## config.mk

```make
export PLATFORM = sky130hd
export DESIGN_NAME = lsc_div_cell
export DESIGN_NICKNAME = d
export VERILOG_FILES = /design/src/hw/rtl/lsc_pkg.sv /design/src/hw/rtl/lsc_div_cell.sv
export SDC_FILE = /design/constraint.sdc
export NUM_CORES = 1
export LEC_CHECK = 0
export BUFFER_PORTS_ARGS = -buffer_cell sky130_fd_sc_hd__buf_2
export CAP_MARGIN = 20
export CORE_MARGIN = 5
export CORE_UTILIZATION = 35
export DETAILED_ROUTE_END_ITERATION = 16
export GPL_TIMING_DRIVEN = 0
export SETUP_SLACK_MARGIN = 0.4
export SYNTH_ARGS = -nofsm -noshare
export SYNTH_HDL_FRONTEND = slang
export SYNTH_SLANG_ARGS = --single-unit
export TNS_END_PERCENT = 100
```

## constraint.sdc

```tcl
create_clock -name clk -period 2.2 [get_ports clk]
set_clock_uncertainty 0.05 [all_clocks]
set_input_delay 0.11 -clock clk [delete_from_list [all_inputs] [get_ports clk]]
set_output_delay 0.11 -clock clk [all_outputs]
set_load 0.1 [all_outputs]
```

## src/hw/rtl/lsc_pkg.sv

```systemverilog
// Shared widths, register codes and pipeline types of the line segment clipper.
package lsc_pkg;

    localparam int COORD_BITS = 16;
    localparam int FRAC_BITS  = 16;
    localparam int MAG_BITS   = COORD_BITS;
    localparam int DIFF_BITS  = COORD_BITS + 1;
    localparam int QUO_BITS   = FRAC_BITS + 1;
    localparam int T_BITS     = FRAC_BITS + 2;
    localparam int PROD_BITS  = MAG_BITS + QUO_BITS;
    localparam int NUM_EDGES  = 4;
    localparam int NUM_CELLS  = QUO_BITS;

    localparam logic [COORD_BITS-1:0] WIN_LEFT_RST   = COORD_BITS'(150);
    localparam logic [COORD_BITS-1:0] WIN_TOP_RST    = COORD_BITS'(100);
    localparam logic [COORD_BITS-1:0] WIN_RIGHT_RST  = COORD_BITS'(500);
    localparam logic [COORD_BITS-1:0] WIN_BOTTOM_RST = COORD_BITS'(350);

    typedef enum logic [1:0] {
        REG_WIN_LEFT   = 2'd0,
        REG_WIN_TOP    = 2'd1,
        REG_WIN_RIGHT  = 2'd2,
        REG_WIN_BOTTOM = 2'd3
    } reg_index_t;

    typedef struct packed {
        logic [MAG_BITS:0]   rem;
        logic [MAG_BITS-1:0] den;
        logic [QUO_BITS-1:0] quo;
        logic                sat;
        logic                entry;
        logic                leave;
        logic                rej;
    } lane_t;

    typedef struct packed {
        logic signed [COORD_BITS-1:0] x1;
        logic signed [COORD_BITS-1:0] y1;
        logic signed [COORD_BITS-1:0] x2;
        logic signed [COORD_BITS-1:0] y2;
    } seg_t;

endpackage

```

## src/hw/rtl/lsc_div_cell.sv

```systemverilog
// One restoring division step for one window edge, registered.
module lsc_div_cell
    import lsc_pkg::*;
(
    input  logic  clk,
    input  logic  en,
    input  lane_t lane_in,
    output lane_t lane_out
);

    lane_t             lane_reg;
    lane_t             lane_next;
    logic              ge;
    logic [MAG_BITS:0] rs;

    always_comb
    begin
        lane_next = lane_in;
        ge = lane_in.rem >= {1'b0, lane_in.den};
        rs = ge ? (lane_in.rem - {1'b0, lane_in.den}) : lane_in.rem;
        lane_next.rem = {rs[MAG_BITS-1:0], 1'b0};
        lane_next.quo = {lane_in.quo[QUO_BITS-2:0], ge};
    end

    always_ff @(posedge clk)
    begin
        if (en)
        begin
            lane_reg <= lane_next;
        end
    end

    assign lane_out = lane_reg;

endmodule
```

=== Yosys cells after proc, flatten, opt, wreduce, memory -nomap -nowiden ===
Index checks and enable logic that the tools add are counted.

* Add/sub/neg operators: 1
* Order comparisons: 1
* Multiplexer cells: 1

{| class="wikitable"
|+ Operators by type and width
! operator !! count
|-
| $ge A17 B16 Y1 || 1
|-
| $mux W16 || 1
|-
| $sub A16 B16 Y16 || 1
|}

* Bits in registers: 53
* Input bits: 56
* Logic and storage cells: 10

=== Longest topological paths before layout ===
Gate-level depths: netlist (run 1).

* Depth after elaboration: 2
* Mapped depth: 10

=== Least setup slack after synthesis (run 1) ===
No wires, ideal clock.

* Kind: in2reg
* Start: input port lane_in[25] (netlist name)
* End: register lane_reg (netlist bit lane_out[46]), data pin
* Setup time: 260 ps
* Arrival: 2014 ps
* Data required time: 1890 ps
* Path slack: -125 ps
* Cell stages on the path: 9
* Buffers on the path: 1
* Cell sequence: inv_1 -> ha_1 -> a211oi_1 -> o211ai_1 -> o21ai_2 -> o211ai_2 -> a31oi_4 -> buf_6 -> mux2_4

* Longest elaborated chain between the ends: 2
* Elaborated cells on any way between the ends: 3
* Those cells by class: add/sub: 1; order compare: 1; mux: 1

{| class="wikitable"
|+ RTL lines
! item !! line !! text
|-
| start: declaration || lsc_div_cell.sv:7 || <nowiki>input lane_t lane_in,</nowiki>
|-
| $sub A16 B16 Y16 / $ge A17 B16 Y1 (equally long branches) || lsc_div_cell.sv:20, lsc_div_cell.sv:19 ||
|-
| $mux W16 (*) || lsc_div_cell.sv:20 || <nowiki>rs = ge ? (lane_in.rem - {1'b0, lane_in.den}) : lane_in.rem;</nowiki>
|-
| named net rs[8] || lsc_div_cell.sv:14 || <nowiki>logic [MAG_BITS:0] rs;</nowiki>
|-
| end signal: assignment || lsc_div_cell.sv:29 || <nowiki>lane_reg <= lane_next;</nowiki>
|-
| end: declaration || lsc_div_cell.sv:11 || <nowiki>lane_t lane_reg;</nowiki>
|}

Mark *: on every way through the listed nets, which the timed path passes. The rest lies on a longest branch.
A chain may end at the register's enable or synchronous reset.

=== Worst setup path in the final report (run 1) ===
* Start: input port lane_in[31] (netlist name)
* End: register lane_reg (netlist bit lane_out[52]), data pin

The elaborated chain is that of the path after synthesis.

==> key figures, run 1 <==
Die
  – FP Rows: 32
  – Die height: 98.6 um
  – IO Pins: 110
  – Total die area: 0.00972 sq mm
  – Core area: 0.00769 sq mm
  – Initial Util: 0.357
  – Die Width: 98.6 um

Drt
  – Drt drc: 0
  – DR WL/cell: 14.3 um
  – Vias: 2298
  – WL final: 6.98 mm
  – DRT antenna net count: 0
  – 1st-iter DRT viols: 120
  – Routed vias/inst: 4.70
  – DR pass1 iterations: 4

Finish
  – Post-Layout Cell Count: 489
  – Largest register FFs: 53
  – Diodes inserted: 0
  – Fin util: 0.574
  – Number of fill cells: 644
  – Sequential Area: 0.00159 sq mm
  – P&R area growth vs syn: 60.6%
  – Share of post-route cells with drive strength above 1: 0.499
  – Final instance area: 0.00441 sq mm
  – Nets: 459
  – Multi-input combinational cell area: 0.00125 sq mm

Critical path
  – CP Class: input port to flip-flop
  – CP startpoint kind: input port
  – Worst Path Arrival: 2.04 ns
  – Crit path required time: 2.20 ns
  – Crit path capture type: flip-flop
  – Critical path peak fanout: 5

Logic synthesis
  – Number of distinct library cells after synthesis: 40
  – Synth top area share: 0.579
  – Async S/R FF share, synth: 0
  – Number of flops mapped to enable cells by yosys: 53
  – Yosys top cell by area: edfxtp_1
  – Syn_nets: 283
  – Synth top area cells: edfxtp_1 58%, ha_1 7.3%, mux2_4 3.3%
  – Sequential fraction of the synthesis area: 0.579
  – Cell Area, Synth: 0.00275 sq mm
  – Mapped Avg Cell Area: 13.1 sq um
  – Cells after synthesis: 210
  – Post-synth top flop: edfxtp_1
  – FF+latch count, synth: 53
  – Syn. warnings: 0

Pwr
  – Pwr Total: 3.33 mW
  – Lkg Pwr: 1.91 nW
  – Worst VDD drop: 302 uV
  – Pwr Density: 755 mW/mm^2

Timing
  – Final hold violation count: 0
  – Setup tns final: 0 ns
  – PnR worst setup slack: 0.158 ns
  – Final Max Slew Viols: 0
  – RSZ-0062 raised after global routing: yes
  – Worst Max-Slew Pin Slew: 0.502 ns
  – FMAX: 490 MHz
  – Worst rel slew slack: 0.661
  – Period Utilization, post-route: 0.928
  – Final setup vio count: 0
  – Tmin final: 2.04 ns
  – Hold WS: 0.0581 ns

Placed design
  – Routability cong.: 0.814
  – Hpwl dp: 4.66 mm
  – Placed Instances: 419
  – Placed inst area: 0.00360 sq mm
  – Dpl ws: -0.313 ns
  – # port buffers: 107

CTS
  – Clock tree buffer depth: 2
  – TritonCTS Buffers: 5
  – Root Buffer: clkbuf_8
  – # clock sinks: 53
  – Depth of the CTS H-tree: 2
  – CTS tree: done
  – CTS clk-pin slew, worst paths: 0.10 ns

GRT
  – Largest net degree at the start of global routing: 54
  – First-pass GRT wire length: 10.9 mm
  – GRT Resource Usage Total: 0.138
  – GR Overflow Total: 0
  – Vias in the first global route: 2189
  – Initial antenna violation count: 0

Run
  – Max-cap violations: 0

Min path
  – Min-delay worst type: input port to flip-flop

Outcome
  – Status: complete, no violations
## repair_timing
item | CTS | global route
gates resized for setup | 22 | 15
cloned | 1 | 0
hold buffers | 36 | 0
endpoints found under the setup margin | 17 | 17
pin swaps | 11 | 8
setup buffers | 12 | 12
hold endpoints to repair | 36 | 0
## cells by family after synthesis
kind of cell	after synthesis	synth area share
xor+xnor	9	0.0287
fa+ha+maj	17	0.0801
mux	15	0.0688
compound gates	55	0.138
simple gates	33	0.0601
buf+inv	27	0.0442
flops	53	0.579
other cells	1	0.00136
## Yosys cell counts (all sizes together) (2+ instances only)
library cell and count:
nor2b 3, a21o 7, buf 4, o211ai 2
ha 16, o31a 2, nand3 3, xnor2 6
xor2 3, edfxtp 53, inv 22, a211oi 5
nor2 12, mux2i 2, o21ai 13, nand4 3
mux2 13, nand2 8, a21oi 14, a21boi 2
o21a 3
## power breakdown
part | internal (mW) | leakage (nW) | switching [mW]
Clock | 0.225 | 0.0374 | 0.328
Sequential | 1.24 | 0.519 | 0.0214
Combinational | 0.455 | 1.35 | 1.07
## final timing paths
kind / from / endpoint / slack, ns / cells past startpoint
setup / recovery: lane_in[31] / lane_out[52] / 0.16 / 11
hold / removal: lane_in[50] / lane_out[51] / 0.06 / 2
## layout make-up
cell class	count	share of cell area
plain buffers	5	0.0147
multi-input cells	130	0.284
inverters	22	0.0210
clock inverters	2	0.00340
flip-flops and latches	53	0.361
repair buffers	169	0.270
well taps	102	0.0289
clock buffers	6	0.0164
## cells in the final DEF (no fill, tap or decap), types with 2 or more instances in the layout
master / netlist / final
a21boi_0: 2 / 2
edfxtp_1: 53 / 53
ha_1: 16 / 3
xnor2_1: 6 / 6
o31a_1: 2 / 2
a21oi_1: 14 / 11
buf_6: 1 / 11
o21ai_0: 12 / 11
inv_2: 0 / 6
nor2_1: 12 / 12
buf_8: 0 / 3
nand3_1: 3 / 3
buf_4: 3 / 22
a211oi_1: 5 / 3
buf_12: 0 / 2
xor2_1: 3 / 3
a21o_1: 7 / 7
nor2b_1: 3 / 2
a211oi_2: 0 / 2
o21a_1: 3 / 3
dlygate4sd3_1: 0 / 36
nand4_1: 2 / 2
o21ai_2: 1 / 2
clkinvlp_4: 0 / 2
mux2_4: 6 / 12
a21oi_2: 0 / 2
mux2i_1: 2 / 2
clkbuf_8: 0 / 5
ha_2: 0 / 3
nand2_1: 8 / 8
buf_2: 0 / 99
ha_4: 0 / 10
inv_1: 22 / 14
## layer usage
| layer | share of wire | GRT usage | up-vias |
|---|---|---|---|
| li1 | - | - | 1129 |
| met1 | 0.43 | 0.185 | 1077 |
| met2 | 0.49 | 0.231 | 85 |
| met3 | 0.075 | 0.0290 | 7 |
| met4 | 0.0095 | 0.0315 | 0 |
| met5 | 0 | 0 | - |
## worst max-delay path: stages
cell and delay (ns):
buf_8 0.09, inv_8 0.03, ha_4 0.25, buf_8 0.10, nand4_4 0.12, or4_4 0.52, o211ai_4 0.11, a31oi_4 0.15
buf_6 0.15, buf_12 0.13, mux2_4 0.28
Note: power is estimated with default switching activity, not from simulation.
==> run 2: changes to the inputs <==
--- a/config.mk
+++ b/config.mk
@@ -12,6 +12,7 @@
 export DETAILED_ROUTE_END_ITERATION = 16
 export GPL_TIMING_DRIVEN = 0
 export SETUP_SLACK_MARGIN = 0.4
+export SLEW_MARGIN = 20
 export SYNTH_ARGS = -nofsm -noshare
 export SYNTH_HDL_FRONTEND = slang
 export SYNTH_SLANG_ARGS = --single-unit
==> constraint.sdc (replaced) <==
create_clock -name clk -period 2.05 [get_ports clk]
set_clock_uncertainty 0.05 [all_clocks]
set_input_delay 0.1025 -clock clk [delete_from_list [all_inputs] [get_ports clk]]
set_output_delay 0.1025 -clock clk [all_outputs]
set_load 0.1 [all_outputs]
==> run 2 against run 1 <==
Clock-buffer cell count stayed put. Non-clock buffer count decreased by 1. Die area unchanged. Setup slack worse by 0.14 ns. First-iteration DRC count fell by 10%. Critical path type unchanged. Largest cell class unchanged. Critical path depth stayed put. Global-route usage unchanged. Combinational power increased by 7%. Design area shrank 0.23%. Utilization decreased by 0.13 points.
==> key figures, run 2 (same netlist as run 1, synthesis figures left out) <==
Timing
  – Period Utilization, post-route: 0.990
  – Final hold violation count: 0 (unchanged)
  – Worst Max-Slew Pin Slew: 0.670 ns (was 0.502 ns)
  – Final setup vio count: 0 (unchanged)
  – Hold WS: 0.0516 ns (was 0.0581 ns)
  – Final Max Slew Viols: 0 (unchanged)
  – PnR worst setup slack: 0.0198 ns (was 0.158 ns)
  – RSZ-0062 raised after global routing: yes (unchanged)
  – Tmin final: 2.03 ns
  – Worst rel slew slack: 0.553 (was 0.661)
  – FMAX: 493 MHz

Critical path
  – Max stage delay on crit path: 0.52 ns (about the same)
  – Cell Chain, Critical Path: buf_8 -> inv_8 -> ha_4 -> buf_8 -> nand4_4 -> or4_4 -> o211ai_4 -> a31oi_4 -> buf_4 -> buf_16 -> mux2_4 (was buf_8 -> inv_8 -> ha_4 -> buf_8 -> nand4_4 -> or4_4 -> o211ai_4 -> a31oi_4 -> buf_6 -> buf_12 -> mux2_4)
  – Critical path peak fanout: 4 (was 5)
  – Most used cell, CP: buf_8 (unchanged)
  – CP Class: input port to flip-flop (unchanged)
  – CP startpoint kind: input port (unchanged)
  – Crit path capture type: flip-flop (unchanged)
  – Crit path required time: 2.07 ns (was 2.20 ns)
  – Slowest CP cell: or4_4 (unchanged)
  – Worst Path Arrival: 2.05 ns (was 2.04 ns)

Die
  – IO Pins: 110 (unchanged)
  – Core area: 0.00769 sq mm (unchanged)
  – Initial Util: 0.357 (unchanged)
  – Total die area: 0.00972 sq mm (unchanged)
  – Die height: 98.6 um (unchanged)
  – Die Width: 98.6 um (unchanged)
  – FP Rows: 32 (unchanged)

Drt
  – WL final: 7.00 mm (was 6.98 mm)
  – Met1 Routed Length: 3.00 mm (about the same)
  – Routed wl met2: 3.44 mm (was 3.39 mm)
  – 1st-iter DRT viols: 108 (was 120)
  – DRT antenna net count: 0 (unchanged)
  – Met3 wire length: 490 um (was 522 um)
  – Routed vias/inst: 4.69 (was 4.70)
  – Max Used Layer: met4 (unchanged)
  – DR WL/cell: 14.3 um (about the same)
  – Vias: 2290 (was 2298)
  – Drt drc: 0 (unchanged)
  – DR pass1 iterations: 4 (unchanged)

CTS
  – CTS clk-pin slew, worst paths: 0.10 ns (about the same)
  – # clock sinks: 53 (unchanged)
  – Clock tree buffer depth: 2 (unchanged)
  – Depth of the CTS H-tree: 2 (unchanged)
  – TritonCTS Buffers: 5 (unchanged)
  – CTS tree: done (unchanged)
  – Root Buffer: clkbuf_8 (unchanged)

Outcome
  – Status: complete, no violations (unchanged)

GRT
  – Vias in the first global route: 2189 (unchanged)
  – Largest net degree at the start of global routing: 54 (unchanged)
  – Initial antenna violation count: 0 (unchanged)
  – GRT Resource Usage Total: 0.138 (unchanged)
  – First-pass GRT wire length: 10.9 mm (unchanged)
  – GR Overflow Total: 0 (unchanged)

Pwr
  – Worst VDD drop: 323 uV (was 302 uV)
  – Pwr Density: 812 mW/mm^2 (was 755 mW/mm^2)
  – Pwr Total: 3.57 mW (was 3.33 mW)
  – Lkg Pwr: 1.90 nW (was 1.91 nW)

Placed design
  – Dpl ws: -0.456 ns (was -0.313 ns)
  – # port buffers: 107 (unchanged)
  – Hpwl dp: 4.66 mm (unchanged)
  – Routability cong.: 0.814 (unchanged)
  – Placed inst area: 0.00360 sq mm (unchanged)

Finish
  – Diodes inserted: 0 (unchanged)
  – Most frequent cells in the layout: 98 x buf_2, 53 x edfxtp_1, 36 x dlygate4sd3_1, 22 x buf_4, 14 x inv_1 (was 99 x buf_2, 53 x edfxtp_1, 36 x dlygate4sd3_1, 22 x buf_4, 14 x inv_1)
  – Most common cell after layout, fill and taps aside: buf_2 (unchanged)
  – Number of fill cells: 646 (was 644)
  – Share of post-route cells with drive strength above 1: 0.497 (was 0.499)
  – Nets: 458 (was 459)
  – Largest register FFs: 53 (unchanged)
  – Final instance area: 0.00440 sq mm (was 0.00441 sq mm)
  – P&R area growth vs syn: 60.2% (was 60.6%)

Min path
  – Min-delay worst type: input port to flip-flop (unchanged)
  – Hold path cells: 2 (unchanged)

Run
  – Max-cap violations: 0 (unchanged)
## run 2: critical path, delay by kind of cell
| kind | cells | cell delay [ns] |
|---|---|---|
| adders and majority gates | 1 | 0.25 |
| buffers and inverters | 5 | 0.52 |
| muxes | 1 | 0.28 |
| and+or+nand+nor | 2 | 0.64 |
| AOI/OAI and AO/OA | 2 | 0.26 |
## run 2: report_power, final
| group | internal, mW | switching [mW] |
|---|---|---|
| combinational | 0.487 | 1.15 |
| clock | 0.242 | 0.352 |
| sequential | 1.33 | 0.0229 |
| total | 2.05 | 1.52 |
## run 2: what timing repair did
item | CTS | global route
endpoints found under the setup margin | 17 | 17
hold buffers | 36 | 0
cloned | 1 | 0
hold endpoints to repair | 36 | 0
setup buffers | 12 | 12
pin swaps | 11 | 8
gates resized for setup | 23 | 16
## run 2: layout make-up
type	instances	area [sq um]	area share
Clock buffer	6	72.6	0.0165
Sequential cell	53	1590	0.362
Clock inverter	2	15.0	0.00341
Inverter	22	92.6	0.0210
Tap cell	102	128	0.0290
Multi-Input combinational cell	130	1250	0.285
Buffer	5	65.1	0.0148
Timing Repair Buffer	168	1180	0.269
## run 2: final timing paths
check | slack [ns] | endpoint | startpoint
setup / recovery | 0.02 | lane_out[47] | lane_in[31]
hold / removal | 0.05 | lane_out[51] | lane_in[50]
## run 2: layer usage
metal	global-route usage	vias up
met2	0.231	81
met3	0.0290	7
met5	0	-
met1	0.185	1074
li1	-	1128
met4	0.0315	0
## run 2: through the flow
stage          setup TNS, ns  std cells  utilization
2_1_floorplan         -0.697        210            -
3_3_place_gp           -5.49        419        0.468
3_5_place_dp           -5.77        419        0.468
4_1_cts                    0        476        0.554
5_1_grt              -0.0207        488        0.573
6_report                   0        488        0.573
==> run 3: changes to the inputs <==
--- a/config.mk
+++ b/config.mk
@@ -11,6 +11,7 @@
 export CORE_UTILIZATION = 35
 export DETAILED_ROUTE_END_ITERATION = 16
 export GPL_TIMING_DRIVEN = 0
+export REMOVE_ABC_BUFFERS = 1
 export SETUP_SLACK_MARGIN = 0.4
 export SLEW_MARGIN = 20
 export SYNTH_ARGS = -nofsm -noshare
==> run 3 against run 2 <==
Flip-flop and latch count unchanged. Global-route usage increased by 0.25 points. Combinational power increased by 3%. First-iteration DRC count increased by 15%. Fmax about the same. Die area unchanged. Worst hold slack got worse by 0.011 ns. Design area increased by 3.4%. Via count increased by 1.5%. Largest power group unchanged.
==> key figures, run 3 (same netlist as run 1, synthesis figures left out) <==
Timing
  – PnR worst setup slack: 0.0200 ns (was 0.0198 ns)
  – FMAX: 493 MHz (about the same)
  – Setup tns final: 0 ns (unchanged)
  – Final setup vio count: 0 (unchanged)
  – RSZ-0062 raised after global routing: yes (unchanged)
  – Worst rel slew slack: 0.567 (was 0.553)
  – Tmin final: 2.03 ns (about the same)
  – Period Utilization, post-route: 0.990 (about the same)
  – Worst Max-Slew Pin Slew: 0.650 ns (was 0.670 ns)
  – Final hold violation count: 0 (unchanged)
  – Final Max Slew Viols: 0 (unchanged)

Critical path
  – Worst setup endpoint: lane_out[48] (was lane_out[47])
  – Top delay family on crit path: adder cells (was simple AND/OR/NAND/NOR gates)
  – Worst Path Arrival: 2.06 ns (was 2.05 ns)
  – Cell Chain, Critical Path: buf_6 -> inv_4 -> ha_4 -> fa_2 -> nor2b_4 -> o31ai_4 -> a211oi_2 -> nor2_1 -> buf_4 -> xnor2_1 -> mux2_4 (was buf_8 -> inv_8 -> ha_4 -> buf_8 -> nand4_4 -> or4_4 -> o211ai_4 -> a31oi_4 -> buf_4 -> buf_16 -> mux2_4)
  – Max stage delay on crit path: 0.42 ns (was 0.52 ns)
  – Critical path buffers and inverters: 3 (was 5)
  – Crit path required time: 2.08 ns (was 2.07 ns)
  – Crit path capture type: flip-flop (unchanged)
  – Crit path launch: lane_in[37] (was lane_in[31])
  – Crit path depth: 11 (unchanged)
  – Critical path peak fanout: 2 (was 4)
  – CP Class: input port to flip-flop (unchanged)
  – Slowest CP cell: fa_2 (was or4_4)
  – CP startpoint kind: input port (unchanged)

Finish
  – Multi-input combinational cell area: 0.00133 sq mm (was 0.00125 sq mm)
  – Most frequent cells in the layout: 90 x buf_2, 53 x edfxtp_1, 36 x dlygate4sd3_1, 28 x buf_4, 19 x buf_6 (was 98 x buf_2, 53 x edfxtp_1, 36 x dlygate4sd3_1, 22 x buf_4, 14 x inv_1)
  – Fin util: 0.592 (was 0.573)
  – Diodes inserted: 0 (unchanged)
  – Share of post-route cells with drive strength above 1: 0.529 (was 0.497)
  – Nets: 463 (was 458)
  – Post-Layout Cell Count: 493 (was 488)
  – P&R area growth vs syn: 65.7% (was 60.2%)
  – Sequential Area: 0.00159 sq mm (unchanged)
  – Most common cell after layout, fill and taps aside: buf_2 (unchanged)
  – Largest register FFs: 53 (unchanged)
  – Number of fill cells: 656 (was 646)

Drt
  – Routed vias/inst: 4.71 (was 4.69)
  – Drt drc: 0 (unchanged)
  – Vias: 2324 (was 2290)
  – DRT antenna net count: 0 (unchanged)
  – 1st-iter DRT viols: 124 (was 108)
  – DR pass1 iterations: 4 (unchanged)
  – DR WL/cell: 14.7 um (was 14.3 um)
  – WL final: 7.25 mm (was 7.00 mm)

Die
  – Core area: 0.00769 sq mm (unchanged)
  – Die height: 98.6 um (unchanged)
  – Die Width: 98.6 um (unchanged)
  – FP Rows: 32 (unchanged)
  – Initial Util: 0.357 (unchanged)
  – IO Pins: 110 (unchanged)
  – Total die area: 0.00972 sq mm (unchanged)

Outcome
  – Status: complete, no violations (unchanged)

Pwr
  – Clk pwr share: 0.166 (about the same)
  – Pwr Density: 799 mW/mm^2 (was 812 mW/mm^2)
  – Gate power share: 0.463 (was 0.456)
  – Sw Share: 0.426 (was 0.425)
  – Seq pwr share: 0.371 (was 0.377)
  – Pint: 2.09 mW (was 2.05 mW)
  – Lkg Pwr: 1.95 nW (was 1.90 nW)
  – Net Switching: 1.55 mW (was 1.52 mW)
  – Worst VDD drop: 375 uV (was 323 uV)

GRT
  – GR Overflow Total: 0 (unchanged)
  – GRT Resource Usage Total: 0.141 (was 0.138)
  – Largest net degree at the start of global routing: 54 (unchanged)
  – First-pass GRT wire length: 11.2 mm (was 10.9 mm)
  – Vias in the first global route: 2303 (was 2189)
  – Initial antenna violation count: 0 (unchanged)

CTS
  – Depth of the CTS H-tree: 2 (unchanged)
  – CTS tree: done (unchanged)
  – CTS clk-pin slew, worst paths: 0.10 ns (about the same)
  – TritonCTS Buffers: 5 (unchanged)
  – Clock tree buffer depth: 2 (unchanged)
  – # clock sinks: 53 (unchanged)
  – Root Buffer: clkbuf_8 (unchanged)

Placed design
  – # port buffers: 107 (unchanged)
  – Hpwl dp: 4.48 mm (was 4.66 mm)
  – Placed Instances: 414 (was 419)
  – Routability cong.: 0.861 (was 0.814)
  – Dpl ws: -0.858 ns (was -0.456 ns)

Min path
  – Min-delay worst type: input port to flip-flop (unchanged)

Run
  – Max-cap violations: 0 (unchanged)
## run 3: cell count changes in the layout (fill, tap and decap cells not counted), sizes merged
cell  before  now
buf      137  142
## run 3: what timing repair did
item                                    in CTS  in global routing
gates cloned                                 1                  0
setup buffers                               20                 14
gates resized for setup                     49                 47
endpoints found under the hold margin       36                  1
endpoints found under the setup margin      17                 17
pin swaps                                   15                 24
hold buffers                                35                  1
## run 3: worst min-delay path by stage
stage	start	to	slack, ns	depth (start not counted)
after floorplan	lane_in[0]	lane_out[0]	0.15	0
after global placement	lane_in[2]	lane_out[2]	0.23	1
after detailed placement	lane_in[19]	lane_out[20]	0.23	1
after CTS	lane_in[31]	lane_out[31]	-0.09	1
after global routing	lane_in[50]	lane_out[51]	0.03	2
final	lane_in[50]	lane_out[51]	0.04	2
## run 3: stage by stage
stage,cell area [sq um],hold WS [ns],power [mW]
2_1_floorplan,2710,0.151,2.51
3_3_place_gp,3370,0.229,2.73
3_5_place_dp,3370,0.231,2.74
4_1_cts,4240,-0.0875,3.56
5_1_grt,4550,0.0308,3.79
6_report,4550,0.0406,3.64
## run 3: power by group through the flow
stage               Combinational, mW  Sequential [mW]  Clock, mW
floorplan                       0.325             2.18          0
global placement                 1.36             1.37          0
detailed placement               1.37             1.37          0
CTS                              1.57             1.35      0.633
global route                     1.76             1.36      0.666
finish                           1.68             1.35      0.605
## run 3: layout make-up
type	count	share of cell area
Sequential cell	53	0.350
Timing Repair Buffer	178	0.292
Clock inverter	2	0.00330
Multi-Input combinational cell	130	0.292
Inverter	22	0.0198
Tap cell	102	0.0280
Clock buffer	6	0.0159
## run 3: layer usage
layer,GRT usage,share of wire,vias to the layer above
met5,0,0,-
met4,0.0347,0.010,0
met3,0.0410,0.076,8
met2,0.234,0.48,87
met1,0.180,0.44,1092
li1,-,-,1137
